--- config.mk ---
export PLATFORM = sky130hd
export DESIGN_NAME = bfd_ctrl
export DESIGN_NICKNAME = d
export VERILOG_FILES = /design/src/design/bfd_pkg.sv /design/src/design/bfd_ctrl.sv
export SDC_FILE = /design/constraint.sdc
export NUM_CORES = 1
export LEC_CHECK = 0
export BUFFER_PORTS_ARGS = -buffer_cell sky130_fd_sc_hd__buf_2
export CELL_PAD_IN_SITES_DETAIL_PLACEMENT = 1
export CELL_PAD_IN_SITES_GLOBAL_PLACEMENT = 1
export CORE_AREA = 4 4 41 43
export DETAILED_ROUTE_END_ITERATION = 8
export DIE_AREA = 0 0 45 47
export GPL_TIMING_DRIVEN = 0
export MAX_ROUTING_LAYER = met4
export PLACE_DENSITY = 0.73
export RECOVER_POWER = 100
export SYNTH_ARGS = -nofsm -noshare
export SYNTH_HDL_FRONTEND = slang
export SYNTH_SLANG_ARGS = --single-unit
--- constraint.sdc ---
create_clock -name clock -period 1.37 [get_ports clock]
set_clock_uncertainty 0.15 [all_clocks]
set_input_delay 0.274 -clock clock [delete_from_list [all_inputs] [get_ports clock]]
set_output_delay 0.274 -clock clock [all_outputs]
set_load 0.05 [all_outputs]
--- src/design/bfd_pkg.sv ---
// Shared types, constants and width helpers of the box filter downsampler.
// Depends on nothing; used by the controller, the datapath and the top level.
package bfd_pkg;

   localparam int PIXEL_W        = 24;
   localparam int CHAN_W         = 8;
   localparam int NUM_CHAN       = 3;
   localparam int CHAN_MAX       = 255;
   localparam int MAX_OUT_HEIGHT = 2048;
   localparam int ROW_W          = 11;
   localparam int AA_REG_W       = 4;
   localparam int SIZE_REG_W     = 12;
   localparam int CSR_ADDR_W     = 4;
   localparam int CSR_DATA_W     = 32;

   localparam logic [AA_REG_W-1:0]   AA_RESET     = 4'd1;
   localparam logic [SIZE_REG_W-1:0] WIDTH_RESET  = 12'd640;
   localparam logic [SIZE_REG_W-1:0] HEIGHT_RESET = 12'd480;

   typedef enum logic [1:0] {
      REG_AA_FACTOR  = 2'd0,
      REG_OUT_WIDTH  = 2'd1,
      REG_OUT_HEIGHT = 2'd2
   } csr_index_type;

   // Commands from the controller to the datapath.
   typedef struct packed {
      logic clear_wr;
      logic accept;
      logic sum_wr;
      logic mul;
      logic out_load;
   } dp_cmd_type;

   // Status from the datapath back to the controller.
   typedef struct packed {
      logic clear_done;
      logic emit;
   } dp_status_type;

   function automatic int sub_width(int max_aa);
      return (max_aa > 1) ? $clog2(max_aa) : 1;
   endfunction

   function automatic int col_width(int max_out_width);
      return (max_out_width > 1) ? $clog2(max_out_width) : 1;
   endfunction

   // A column sum never needs more than 255 * MAX_AA^2.
   function automatic int sum_width(int max_aa);
      return $clog2(CHAN_MAX * max_aa * max_aa + 1);
   endfunction

   // The reciprocal shift keeps floor(sum * recip >> shift) exact for every sum.
   function automatic int shift_width(int max_aa);
      return sum_width(max_aa) + $clog2(max_aa * max_aa + 1);
   endfunction

endpackage

--- src/design/bfd_ctrl.sv ---
// Controller state machine of the box filter downsampler.
// Depends on bfd_pkg; drives the datapath through dp_cmd_type.
module bfd_ctrl (
   input  logic                   clock,
   input  logic                   reset,
   input  logic                   req_tvalid,
   output logic                   req_tready,
   output logic                   rsp_tvalid,
   input  logic                   rsp_tready,
   output bfd_pkg::dp_cmd_type    cmd,
   input  bfd_pkg::dp_status_type status
);

   typedef enum logic [4:0] {
      ST_CLEAR = 5'b00001,
      ST_IDLE  = 5'b00010,
      ST_SUM   = 5'b00100,
      ST_MUL   = 5'b01000,
      ST_EMIT  = 5'b10000
   } state_type;

   state_type state_ff, state_in;
   logic      rsp_valid_ff, rsp_valid_in;
   logic      out_free;

   always_comb begin
      out_free = !rsp_valid_ff || rsp_tready;
      state_in = state_ff;
      cmd      = '0;
      unique case (state_ff)
         ST_CLEAR: begin
            cmd.clear_wr = 1'b1;
            if (status.clear_done) begin
               state_in = ST_IDLE;
            end
         end
         ST_IDLE: begin
            if (req_tvalid) begin
               cmd.accept = 1'b1;
               state_in   = ST_SUM;
            end
         end
         ST_SUM: begin
            cmd.sum_wr = 1'b1;
            state_in   = status.emit ? ST_MUL : ST_IDLE;
         end
         ST_MUL: begin
            cmd.mul  = 1'b1;
            state_in = ST_EMIT;
         end
         ST_EMIT: begin
            // The finished average waits here only while the output register is full.
            if (out_free) begin
               cmd.out_load = 1'b1;
               state_in     = ST_IDLE;
            end
         end
         default: begin
            state_in = ST_CLEAR;
         end
      endcase
   end

   always_comb begin
      if (cmd.out_load) begin
         rsp_valid_in = 1'b1;
      end else if (rsp_tready) begin
         rsp_valid_in = 1'b0;
      end else begin
         rsp_valid_in = rsp_valid_ff;
      end
   end

   always_ff @(posedge clock) begin
      if (reset) begin
         state_ff     <= ST_CLEAR;
         rsp_valid_ff <= 1'b0;
      end else begin
         state_ff     <= state_in;
         rsp_valid_ff <= rsp_valid_in;
      end
   end

   assign req_tready = (state_ff == ST_IDLE);
   assign rsp_tvalid = rsp_valid_ff;

endmodule

==> flow_summary.yaml <==
timing:
  fmax_mhz: 565
  worst_pin_slew_ns: 0.253
  setup_viol: 11
  grt_setup_unrepaired: "true"
  fin_crit_ns: 1.77
  slew_viol_final: 0
  slew_headroom: 0.829
  period_share: 1.29
  final_hold_viol_count: 0
  setup_ws_ns: -0.401
yosys:
  yosysWarnings: 0
  synthTopCellsByArea: "dfxtp_1 34%, and3_1 5.3%, nor2_1 5.3%, nor3_4 4.6%, a21oi_1 4.2%"
  synth_area_um2: 354
  async_flop_share: 0
  synth_edf_count: 0
  ys_ff_latch: 6
  syn_nets: 46
  synthFlopType: "dfxtp_1"
  synthCells: 40
  synth.distinct_cells: 25
  synth_most_common_cell: "dfxtp_1"
  synth_top_area_frac: 0.339
  yosysSeqAreaShare: 0.339
  synth.avg_cell_area_um2: 8.85
  ys_top_cells_by_count: "6 x dfxtp_1, 5 x nor2_1, 3 x a21oi_1, 3 x and3_1"
  yosysTopAreaCell: "dfxtp_1"
finish:
  fill_cells: 155
  syn2layout_area_growth_pct: 98.9
  antenna_cells: 0
  drive_gt1_frac: 0.765
  fin_area_um2: 704
  final_nets: 76
  fin_util: 0.541
pwr:
  power_uw: 629
  p_sw_frac: 0.368
  p_comb_frac: 0.389
  p_switching_uw: 232
  clockPowerShare: 0.266
  power_density_nw_per_um2: 893
  p_seq_frac: 0.346
  leakagePower_uw: 0.000327
  intPower_uw: 397
  vdd_drop_max_uv: 515
die:
  core_um2: 1300
  io_pins: 13
  design.die.area_um2: 2120
  row_count: 13
  die_y_um: 47
  initial_core_util: 0.272
  die_w_um: 45
setup_path:
  timing.critical_path.fanout_max: 5
  worstSetupEndpoint: "cmd[4]"
  rrSetupSlack_ns: -0.28
  timing.rr.end: "state_ff[2]$_SDFFE_PP0P_"
  crit_start: "state_ff[2]$_SDFFE_PP0P_"
  cp.arrival_ns: 1.35
  path_class: "flop to output pin"
  rr_worst_depth: 6
  endpoint_kind: "output pin"
  r2r-start: "state_ff[2]$_SDFFE_PP0P_"
  start_kind: "flop"
  required_ns: 0.95
cts:
  cts_made_buffers: 3
  clock_path_buffers: 2
  cts-root-buf: "clkbuf_4"
  clock_latency_ns: 0.25
  hold_buffers: 0
  clk_pin_slew_ns: 0.05
  cts_sinks: 6
  h-tree-depth: 1
  cts_tree: "built"
run:
  drv_cap: 0
place:
  port_buffers: 12
  postPlaceCellArea_um2: 450
  dp_slack_ns: -0.318
  gp_congestion: 0.691
  hpwl_um: 673
global_routing:
  antenna_found_initial: 0
  grt_first_pass_wirelength_mm: 1.97
  gr-total-overflow: 0
  grt_pass1_vias: 453
  track_usage: 0.139
  grt_max_degree: 7
detailed_routing:
  routed-via-count: 430
  drt-initial-drc-count: 1
  wl_per_cell_um: 15.9
  routed_wirelength_mm: 1.32
  postRouteAntennaNets: 0
  dr.pass1.iters: 4
  viasPerCell: 5.18
  drcViolationCount: 0
worst_hold_path:
  hp-class: "primary input to flop"
run_status:
  violations: "setup timing"
  status: "complete, but fails checks"
## power groups by stage
| stage | sequential, uW | combinational [uW] | clock [uW] |
|---|---|---|---|
| 6_report | 217 | 245 | 167 |
| 5_1_grt | 220 | 261 | 179 |
| 4_1_cts | 201 | 239 | 169 |
| 3_5_place_dp | 208 | 190 | 0 |
| 3_3_place_gp | 208 | 186 | 0 |
| 2_1_floorplan | 205 | 153 | 0 |
## cells by family after synthesis
family	Yosys count	share of synthesized area
compound gates	7	0.120
buf+inv	4	0.0742
simple gates	20	0.389
mux	1	0.0283
xor+xnor	2	0.0495
flops	6	0.339
## worst min path at each step
| stage | startpoint | endpoint | slack (ns) | cells past startpoint |
|---|---|---|---|---|
| global route | reset | state_ff[4]$_SDFFE_PP0P_ | 0.08 | 2 |
| CTS | reset | state_ff[4]$_SDFFE_PP0P_ | 0.06 | 2 |
| detailed placement | reset | rsp_tvalid$_SDFFE_PP0P_ | 0.32 | 2 |
| finish | reset | state_ff[4]$_SDFFE_PP0P_ | 0.08 | 2 |
| global placement | reset | state_ff[4]$_SDFFE_PP0P_ | 0.31 | 2 |
| floorplan | reset | rsp_tvalid$_SDFFE_PP0P_ | 0.19 | 1 |
## layout by cell type (no fill, tap or decap), types with 2 or more instances in the layout
cell / n
buf_4: 13
buf_2: 5
buf_8: 5
nor2_1: 4
dfxtp_4: 4
clkbuf_4: 3
buf_6: 3
nand2b_1: 2
and3_2: 2
o21ai_2: 2
a21oi_2: 2
dfxtp_2: 2
## what timing repair did
action	4_1_cts	5_1_grt
hold endpoints to repair	0	0
gates resized for setup	30	10
pin swaps	6	5
setup endpoints to repair	10	12
setup buffers	14	1
## registers in the layout, summed over array words and instances (netlist names)
| name | count |
|---|---|
| rsp_tvalid | 1 |
| state_ff | 5 |
## metal layers
metal / GRT usage / vias up / part of all wire
met4: 0.0702 / 0 / 0.016
met2: 0.240 / 16 / 0.53
li1: - / 199 / -
met5: - / - / 0
met1: 0.147 / 213 / 0.39
met3: 0.0345 / 2 / 0.064
## per-stage QoR
stage | std cells | hold slack [ns] | setup TNS, ns
floorplan | 40 | 0.186 | -0.459
global placement | 67 | 0.312 | -1.19
detailed placement | 67 | 0.317 | -1.39
CTS | 84 | 0.0608 | -2.66
global route | 83 | 0.0850 | -3.50
finish | 83 | 0.0796 | -2.81
## final cells by class
cell class	instances	area (um^2)	share of cell area
flip-flops and latches	6	138	0.195
plain buffers	1	7.51	0.0107
multi-input cells	30	278	0.394
repair buffers	26	229	0.325
clock buffers	3	22.5	0.0320
well taps	15	18.8	0.0266
inverters	2	11.3	0.0160
## worst max-delay path, stage by stage, from the launching register on
cell	delay, ns
dfxtp_4	0.36
buf_4	0.13
nor2_1	0.21
and3_2	0.21
buf_4	0.19
No activity file was read; power rests on OpenSTA's default activity.
